==> src/rtl/pbdr_fifo.sv <==
`timescale 1ns / 1ps
// ----------------------------------------------------------------------------
// pbdr_fifo
// Short request queue between the classifier front and the counter back.
// ----------------------------------------------------------------------------
module pbdr_fifo #(
    parameter int WIDTH = 8,
    parameter int DEPTH = 2
) (
    input  logic             aclk,
    input  logic             aresetn,
    input  logic             push,
    input  logic [WIDTH-1:0] push_data,
    output logic             full,
    input  logic             pop,
    output logic             head_valid,
    output logic [WIDTH-1:0] head_data
);
    localparam int PTR_W = (DEPTH > 1) ? $clog2(DEPTH) : 1;
    localparam int CNT_W = $clog2(DEPTH + 1);

    logic [WIDTH-1:0] slot_reg [DEPTH];
    logic [PTR_W-1:0] wr_ptr_reg, wr_ptr_next;
    logic [PTR_W-1:0] rd_ptr_reg, rd_ptr_next;
    logic [CNT_W-1:0] cnt_reg, cnt_next;

    function automatic logic [PTR_W-1:0] ptr_inc(input logic [PTR_W-1:0] p);
        if (p == PTR_W'(DEPTH - 1)) begin
            return '0;
        end
        return p + PTR_W'(1);
    endfunction

    assign full       = (cnt_reg == CNT_W'(DEPTH));
    assign head_valid = (cnt_reg != '0);
    assign head_data  = slot_reg[rd_ptr_reg];

    always_comb begin
        wr_ptr_next = push ? ptr_inc(wr_ptr_reg) : wr_ptr_reg;
        rd_ptr_next = pop ? ptr_inc(rd_ptr_reg) : rd_ptr_reg;
        cnt_next    = cnt_reg;
        if (push && !pop) begin
            cnt_next = cnt_reg + CNT_W'(1);
        end else if (pop && !push) begin
            cnt_next = cnt_reg - CNT_W'(1);
        end
    end

    always_ff @(posedge aclk) begin
        if (!aresetn) begin
            wr_ptr_reg <= '0;
            rd_ptr_reg <= '0;
            cnt_reg    <= '0;
        end else begin
            wr_ptr_reg <= wr_ptr_next;
            rd_ptr_reg <= rd_ptr_next;
            cnt_reg    <= cnt_next;
        end
    end

    always_ff @(posedge aclk) begin
        if (push) begin
            slot_reg[wr_ptr_reg] <= push_data;
        end
    end

endmodule

==> config.mk <==
export PLATFORM = sky130hd
export DESIGN_NAME = pbdr_fifo
export DESIGN_NICKNAME = d
export VERILOG_FILES = /design/src/rtl/pbdr_fifo.sv
export SDC_FILE = /design/constraint.sdc
export NUM_CORES = 1
export LEC_CHECK = 0
export BUFFER_PORTS_ARGS = -buffer_cell sky130_fd_sc_hd__buf_2
export CAP_MARGIN = 20
export CORE_MARGIN = 5
export CORE_UTILIZATION = 52
export DETAILED_ROUTE_END_ITERATION = 12
export GPL_TIMING_DRIVEN = 0
export PLACE_DENSITY = 0.88
export SLEW_MARGIN = 40
export SYNTH_ARGS = -nofsm -noshare
export SYNTH_HDL_FRONTEND = slang
export SYNTH_SLANG_ARGS = --single-unit
export TNS_END_PERCENT = 30
==> constraint.sdc <==
create_clock -name aclk -period 1.7 [get_ports aclk]
set_input_delay 0.17 -clock aclk [delete_from_list [all_inputs] [get_ports aclk]]
set_output_delay 0.17 -clock aclk [all_outputs]
set_load 0.005 [all_outputs]
==> impl_results.md <==
* Largest area contributor in the netlist: edfxtp_1
* Setup CP Type: flip-flop to output port
* Die Wd at 49.2 um
* Vias in the first global route at 460
* CP Capture Type: output port
* Yosys top cell area share at 60.3%
* Setup bufs post-CTS at 0
* Register area share after synthesis at 72.8%
* Mux contribution to synthesized area at 11.3%
* Clk buf depth at 2
* GR peak layer: met2
* Crit path DAT at 1.30 ns
* Largest family of logic cells by synthesized area: multiplexers
* Setup slack, reg-to-reg at 0.41 ns
* Clk root buf: clkbuf_4
* Synth cell types at 16
* EDFF count, synth at 16
* Most numerous cell in the Yosys netlist: edfxtp_1
* Grt met1 use at 11.7%
* Initial antenna violation count at 0
* Startpoint types: flip-flop
* Nets at 86
* IO Count at 22
* Clock-pin slew on the worst setup and hold paths at 0.11 ns
* CTS sink count at 21
* ANT cells at 0
* Count of final setup violators at 0
* Die area at 2420 sq um
* Drt drc at 0
* Syn nets at 60
* Reg area at 581 sq um
* RSZ-0062 raised after global routing: false
* Reg2reg start: wr_ptr_reg$_SDFFE_PN0P_
* Area grow syn2layout at 19.0%
* Final Slew Violations at 0
* GRT met3 Usage at 3.36%
* Fmax achieved at 681 MHz
* Final setup TNS at 0 ns
* # rows at 14
* Worst-Skew Late Latency at 0.29 ns
* Required @ worst endpoint at 1.53 ns
* Fin crit share at 86.3%
* Post-Synth Simple-Gate Area at 7.38%
* Vias per inst at 5.07
* DRT Wirelength at 1230 um
* Met2 Usage GRT at 18.7%
* Area occupied by multi-input gates at 208 sq um
* All-layer global routing usage at 10.8%
* Crit path max fanout at 8
* TritonRoute pass-1 iters at 4
* Total CTS buffers at 3
* DR WL/cell at 14.0 um
* Final Hold Viols at 0
* Die H at 49.2 um
* Hold path start: push_data[6]
* H-tree depth at 1
* Starting density of the core at 54.2%
* Largest register FFs at 16
* Post-synthesis compound-gate area fraction at 2.51%
* Fraction of registers with async set/reset at 0%
* # resized after CTS at 0
* Grt total ovfl at 0
* Slew HR at 48.5%
* YS warnings at 0
* Post-Syn Area at 797 sq um
* Post-synth top cells: edfxtp_1, mux2_2, dfxtp_1
* Port bufs at 21
* Top FF cell, synth: edfxtp_1
* Tightest Pin Transition at 0.770 ns
* Area contributors post-synth: edfxtp_1, dfxtp_1, mux2_2
* Largest net degree at the start of global routing at 12
* Hold Buf Count CTS at 0
* Pwr Total at 0.954 mW
* Max IR drop VDD at 0.534 mV
* DRT iter0 DRCs at 4
* Layout cells sized above 1 at 48.6%
* DR vias at 446
* Synthesis-stage register bit count at 21
* Layout filler cell count at 124
* Post-synthesis xor/xnor area fraction at 3.30%
* Status: complete, no violations
* Hold crit path type: primary input to flip-flop
* Syn Inst Count at 47
* Skew final at 0.00223 ns
* CTS tree: built
* Max Cap Viol at 0
* Core box area at 1470 sq um
* Gpl congestion at 0.633
* Mean Syn Cell Area at 17.0 sq um
* Leak at 0.386 nW
* Pwr dens at 1010 nW/um^2
* Antenna viol nets, final at 0
* Synth Area in Adders at 1.57%
* First-pass GRT wire length at 1990 um
* Fin crit period at 1.47 ns
-- critical path, stage by stage, from the launching register on --
cell and delay (ns):
dfxtp_1 0.32, buf_2 0.21, mux2_2 0.36, buf_2 0.12
-- power breakdown --
group / total, mW / leakage, nW / internal [mW] / switching (mW)
Combinational: 0.129 / 0.179 / 0.0739 / 0.0547
Sequential: 0.601 / 0.192 / 0.587 / 0.0136
Clock: 0.225 / 0.0150 / 0.0911 / 0.133
Total: 0.954 / 0.386 / 0.752 / 0.202
-- routing by layer --
layer,up-vias,share of wire [%]
met3,2,6.8
li1,221,-
met2,12,54
met4,0,0.98
met5,-,0
met1,211,38
-- cells in the final DEF, fill, tap and decap left out --
| master | instances |
|---|---|
| mux2_2 | 8 |
| a21boi_1 | 1 |
| xnor2_1 | 1 |
| and2_1 | 4 |
| clkbuf_4 | 3 |
| o21ai_0 | 1 |
| clkbuf_1 | 1 |
| ha_1 | 1 |
| edfxtp_1 | 16 |
| or2_2 | 1 |
| and2b_2 | 1 |
| nor2b_1 | 2 |
| dfxtp_1 | 5 |
| buf_2 | 22 |
| or3_1 | 1 |
| o21a_1 | 1 |
| xor2_1 | 2 |
| inv_1 | 1 |
-- cell families (layout without fill, tap and decap cells) --
family	count (synthesis)	count (layout)
buffers and inverters	2	27
flip-flops	21	21
AND/OR/NAND/NOR	9	9
multiplexers	8	8
adder cells (fa/ha/maj)	1	1
AO/OA/AOI/OAI	3	3
XOR/XNOR	3	3
-- through the flow --
stage	hold slack (ns)	setup slack [ns]	utilization (%)	std cells	area, sq um
detailed placement	0.362	0.401	62.7	84	922
global route	0.0328	0.162	64.5	88	948
floorplan	0.269	0.596	-	47	797
global placement	0.358	0.412	62.7	84	922
finish	0.0619	0.232	64.5	88	948
CTS	0.0550	0.213	64.5	88	948
-- cell type report --
| cell class | instances | share of cell area, % |
|---|---|---|
| sequential | 21 | 61.2 |
| multi-input combinational | 24 | 21.9 |
| timing repair buffer | 21 | 11.1 |
| clock buffer | 4 | 2.77 |
| tap | 16 | 2.11 |
| buffer | 1 | 0.528 |
| inverter | 1 | 0.396 |
-- path summary, 6_finish.rpt --
path | endpoint | cells past startpoint
hold / removal | slot_reg[0][6]$_DFFE_PP_ | 1
setup reg to reg | slot_reg[0][0]$_DFFE_PP_ | 1
setup / recovery | head_data[3] | 3
hold reg to reg | cnt_reg[1]$_SDFFE_PN0P_ | 2
(Power assumes the default switching activity.)
