<file path="src/rtl/pbdr_pkg.sv">
`timescale 1ns / 1ps
// ----------------------------------------------------------------------------
// pbdr_pkg
// Shared constants and types for the per-range-bin detection rate block.
// ----------------------------------------------------------------------------
package pbdr_pkg;

    localparam int MAX_BINS_DEF   = 1024;
    localparam int COUNT_BITS_DEF = 16;

    localparam int CFG_W          = 16;
    localparam int CFG_IDX_W      = 2;
    localparam int BINS_CFG_W     = 11;
    localparam int SWEEP_W        = 16;

    localparam logic [CFG_IDX_W-1:0] REG_BINS_IN_USE = 2'd0;
    localparam logic [CFG_IDX_W-1:0] REG_SWEEP_COUNT = 2'd1;

    localparam logic [BINS_CFG_W-1:0] BINS_RESET  = 11'd1000;
    localparam logic [SWEEP_W-1:0]    SWEEP_RESET = 16'd1000;

    localparam int CMP_W   = 18;
    localparam int FRAC_W  = 16;
    localparam int RATE_W  = FRAC_W + 1;
    localparam int STEP_W  = 4;
    localparam logic [RATE_W-1:0] Q_ONE = 17'h10000;

    localparam int FIFO_DEPTH = 2;

    typedef struct packed {
        logic hit;
        logic first;
        logic sweep_end;
        logic bin_end;
    } flags_t;

endpackage

</file>
<file path="src/rtl/pbdr_front.sv">
`timescale 1ns / 1ps
// ----------------------------------------------------------------------------
// pbdr_front
// Accept detector words, track bin and sweep position, classify each request.
// ----------------------------------------------------------------------------
module pbdr_front #(
    parameter int BIN_W    = 10
) (
    input  logic                        aclk,
    input  logic                        aresetn,
    input  logic                        s_valid,
    input  logic                        s_ready,
    input  logic [31:0]                 s_detection_word,
    input  logic [pbdr_pkg::CMP_W-1:0]  nb_eff,
    input  logic [pbdr_pkg::SWEEP_W-1:0] ns_eff,
    output logic                        push,
    output logic [BIN_W-1:0]            push_bin,
    output pbdr_pkg::flags_t            push_flags
);
    import pbdr_pkg::*;

    logic [BIN_W-1:0]   bin_reg, bin_next;
    logic [SWEEP_W-1:0] sweep_reg, sweep_next;
    logic               bin_end;
    logic               sweep_end;

    assign push      = s_valid && s_ready;
    assign bin_end   = (CMP_W'(bin_reg) + CMP_W'(1)) >= nb_eff;
    assign sweep_end = sweep_reg >= (ns_eff - SWEEP_W'(1));

    assign push_bin             = bin_reg;
    assign push_flags.hit       = (s_detection_word != '0);
    assign push_flags.first     = (sweep_reg == '0);
    assign push_flags.sweep_end = sweep_end;
    assign push_flags.bin_end   = bin_end;

    always_comb begin
        bin_next   = bin_reg;
        sweep_next = sweep_reg;
        if (push) begin
            if (bin_end) begin
                bin_next   = '0;
                sweep_next = sweep_end ? '0 : sweep_reg + SWEEP_W'(1);
            end else begin
                bin_next = bin_reg + BIN_W'(1);
            end
        end
    end

    always_ff @(posedge aclk) begin
        if (!aresetn) begin
            bin_reg   <= '0;
            sweep_reg <= '0;
        end else begin
            bin_reg   <= bin_next;
            sweep_reg <= sweep_next;
        end
    end

endmodule

</file>
<file path="config.mk">
export PLATFORM = sky130hd
export DESIGN_NAME = pbdr_front
export DESIGN_NICKNAME = d
export VERILOG_FILES = /design/src/rtl/pbdr_pkg.sv /design/src/rtl/pbdr_front.sv
export SDC_FILE = /design/constraint.sdc
export NUM_CORES = 1
export LEC_CHECK = 0
export BUFFER_PORTS_ARGS = -buffer_cell sky130_fd_sc_hd__buf_2
export CAP_MARGIN = 5
export CORE_UTILIZATION = 55
export DETAILED_ROUTE_END_ITERATION = 6
export PLACE_DENSITY = 0.87
export SETUP_SLACK_MARGIN = 0.2
export SYNTH_ARGS = -nofsm -noshare
export SYNTH_HDL_FRONTEND = slang
export SYNTH_SLANG_ARGS = --single-unit
</file>
<file path="constraint.sdc">
create_clock -name aclk -period 8.3 [get_ports aclk]
set_input_delay 1.66 -clock aclk [delete_from_list [all_inputs] [get_ports aclk]]
set_output_delay 1.66 -clock aclk [all_outputs]
set_load 0.02 [all_outputs]
</file>
==> impl_results.md <==
* Ys Warns at 0
* CP max-delay cell: o21ai_2
* Final setup viols at 0
* Die footprint at roughly 5000 um^2
* Clock Power Share at 0.290
* Combinational group share of total power at 0.188
* Worst Max-Slew Pin Slew at 0.967 ns
* Gpl congestion at 0.889
* CTS Buffer Depth at 2
* P&R area growth vs syn at 16.4%
* Met2 wire len at 2880 um
* Worst path required time at ~6.6 ns
* Hold_buf cts at 0
* DR vias/cell at between 5 and 6
* M1 WL at between 2000 and 3000 um
* Clk Latency, worst-skew pair at between 0.2 and 0.3 ns
* Drt drc at 0
* Endpoints failing hold at 0
* Max FFs per register at 16
* Max-cap violations at 0
* Reg2Reg Launch Point: push_bin[2]
* Metal3 WL at 380 um
* Overflow after GRT at 0
* Initial antenna violation count at 0
* Largest net degree at the start of global routing at 27
* DRT iter0 DRCs at 247
* Crit path capture type: primary output
* Worst-path clk slew at 0.08 ns
* Worst hold path class: flop to flop
* Setup TNS at 0 ns
* Leakage power at about 1.3 nW
* Port bufs at 84
* Cell area after layout at slightly below 3000 um^2
* Startpoint types: input port
* ANT nets after route at 0
* Worst setup path class: input port to primary output
* Top Layer Used: met4
* Max-slew headroom at 0.355
* Crit path cell chain: buf_2 -> nor3_1 -> nor3b_2 -> nand2_1 -> nor3_1 -> xnor2_1 -> ha_1 -> a21o_1 -> a31oi_1 -> o211ai_1 -> o21ai_2 -> nand2_1 -> buf_2
* FF-to-FF path depth at 12
* Ports at 85
* Non-Filler Instances at approximately 460
* Critical path data arrival time at between 5 and 6 ns
* Postcts setup bufs at 0
* Cell Rows at 24
* Syn avg cell area at a little under 8 um^2
* F_max at 0.150 GHz
* R2R setup slack at 4.87 ns
* Die Ht at 70.2 um
* Pwr Density at 81.1 nW/um^2
* Starting density of the core at 0.580
* Crit path to: push_flags[1]
* Max-slew violations at 0
* Placeable Area at 4410 um^2
* Peak supply drop at 0.0584 mV
* Commonest non-fill, non-tap cell in the layout: buf_2
* Avg WL per Cell at 13.1 um
* HPWL Detailed at 4800 um
* Unique masters post-synth at 47
* Sw Share at 0.255
* Synth Net Count at 432
* Cts repair resizes at 0
* Sequential cell area fraction in the yosys report at 0.203
* Fin crit share at 0.803
* Synthesized area at around 2600 um^2
* Num CTS Buffers at 3
* Minimum clock period at 6.67 ns
* Width of the die at 70.2 um
* 1st-pass router iterations at 4
* Flops & latches, synth at 26
* Sequential Power Share at 0.521
* Routed WL at 6010 um
* Vias in the first global route at between 2000 and 2500
* Worst Path Max Fanout at 26
* CTS tree: yes
* Clock sinks at 26
* Worst Clk Skew at ~0.009 ns
* CTS root buffer: clkbuf_8
* Crit path largest cell delay at 0.76 ns
* Net Switching at between 0.00006 and 0.00007 W
* H-tree levels at 1
* Power Internal at approximately 0.00018 W
* Cells after DPL at 454
* Reg-to-Reg End: push_bin[1]
* RSZ-0062 raised after global routing: false
* Ant diodes at 0
* First-pass GRT wire length at 10200 um
* Mapped Cells at between 300 and 400
* Status: completed
* CP startpoint: ns_eff[2]
* Fin nets at 508
* Tot GR Track Use at 0.249
* Placed Area at 2940 um^2
* Vias after detailed routing at 2674
* Most frequent cells in the layout: 84 x buf_2, 35 x nor2_1, 31 x ha_1, 28 x nand4_1, 27 x nand2_1
* Share of layout cells above drive strength 1 at 0.252
-- cells by family (layout without fill, tap and decap cells) --
| logic type | after synthesis | count (layout) | synth area share |
|---|---|---|---|
| fa+ha+maj | 31 | 31 | 0.151 |
| buf+inv | 30 | 104 | 0.0679 |
| flops | 26 | 26 | 0.203 |
| xor+xnor | 31 | 31 | 0.106 |
| simple gates | 165 | 165 | 0.341 |
| compound gates | 48 | 48 | 0.130 |
-- synthesized netlist by cell type, drive strengths merged --
master,instances,area share
clkinv,1,0.0015
nand3b,2,0.0059
o211ai,5,0.015
xor2,10,0.034
nand2,29,0.044
o31a,1,0.0034
nor4,14,0.037
o21ai,5,0.013
o221ai,1,0.0034
nand4,28,0.068
and4,2,0.0068
nor3b,2,0.0098
a211oi,2,0.0078
dlygate4sd3,1,0.0039
or2,2,0.0049
a211o,1,0.0034
a31oi,5,0.012
a21oi,15,0.031
xnor2,21,0.072
nand2b,2,0.0049
o21a,2,0.0059
a221oi,1,0.0059
and3,7,0.017
ha,31,0.15
nor4b,1,0.0034
buf,7,0.028
or4,1,0.0029
clkbuf,6,0.013
a21o,5,0.015
inv,15,0.022
a22oi,3,0.0088
nor2b,2,0.0049
a32oi,2,0.0068
nor3,15,0.033
nand4b,1,0.0034
nor2,35,0.051
dfxtp,26,0.20
nand3,22,0.043
-- power groups by stage --
stage | logic (W) | registers, W | clock network [W]
detailed placement | 0.0000458 | 0.000129 | 0
finish | 0.0000456 | 0.000126 | 0.0000703
global route | 0.0000515 | 0.000126 | 0.0000780
CTS | 0.0000461 | 0.000126 | 0.0000730
floorplan | 0.0000210 | 0.000130 | 0
global placement | 0.0000436 | 0.000129 | 0
-- metrics by stage --
step	utilization	hold slack, ns	power [W]	setup WS (ns)
CTS	0.675	0.505	0.000245	1.64
finish	0.675	0.503	0.000242	1.63
detailed placement	0.666	0.493	0.000175	1.63
global placement	0.666	0.483	0.000173	1.88
global route	0.675	0.533	0.000256	1.35
floorplan	-	0.474	0.000151	2.72
-- metal layers --
| metal | GRT usage | up-vias |
|---|---|---|
| met3 | 0.0202 | 7 |
| met4 | 0.0822 | 0 |
| met2 | 0.431 | 106 |
| li1 | - | 1371 |
| met1 | 0.325 | 1190 |
| met5 | 0 | - |
-- area by class of cell --
class / instances / area (um^2)
clock buffer: 3 / 41.3
fill: 404 / 1430
inverter: 16 / 60.1
multi-input combinational: 275 / 1870
sequential: 26 / 520
tap: 52 / 65.1
timing repair buffer: 85 / 428
-- worst min path at each step --
stage,from,to,slack (ns),cells after the start
6_report,sweep_reg[0],sweep_reg[0],0.50,2
4_1_cts,sweep_reg[0],sweep_reg[0],0.50,2
3_5_place_dp,sweep_reg[0],sweep_reg[0],0.49,2
2_1_floorplan,sweep_reg[0],sweep_reg[0],0.47,2
5_1_grt,push_bin[1],push_bin[1],0.53,2
3_3_place_gp,push_bin[1],push_bin[1],0.48,2
-- worst max-delay path, delay by kind of cell --
kind | cells | cell delay, ns
AND/OR/NAND/NOR | 5 | 1.25
buffers and inverters | 2 | 0.39
XOR/XNOR | 1 | 0.16
adder cells (fa/ha/maj) | 1 | 0.26
AO/OA/AOI/OAI | 4 | 1.29
Note: power is estimated with default switching activity, not from simulation.
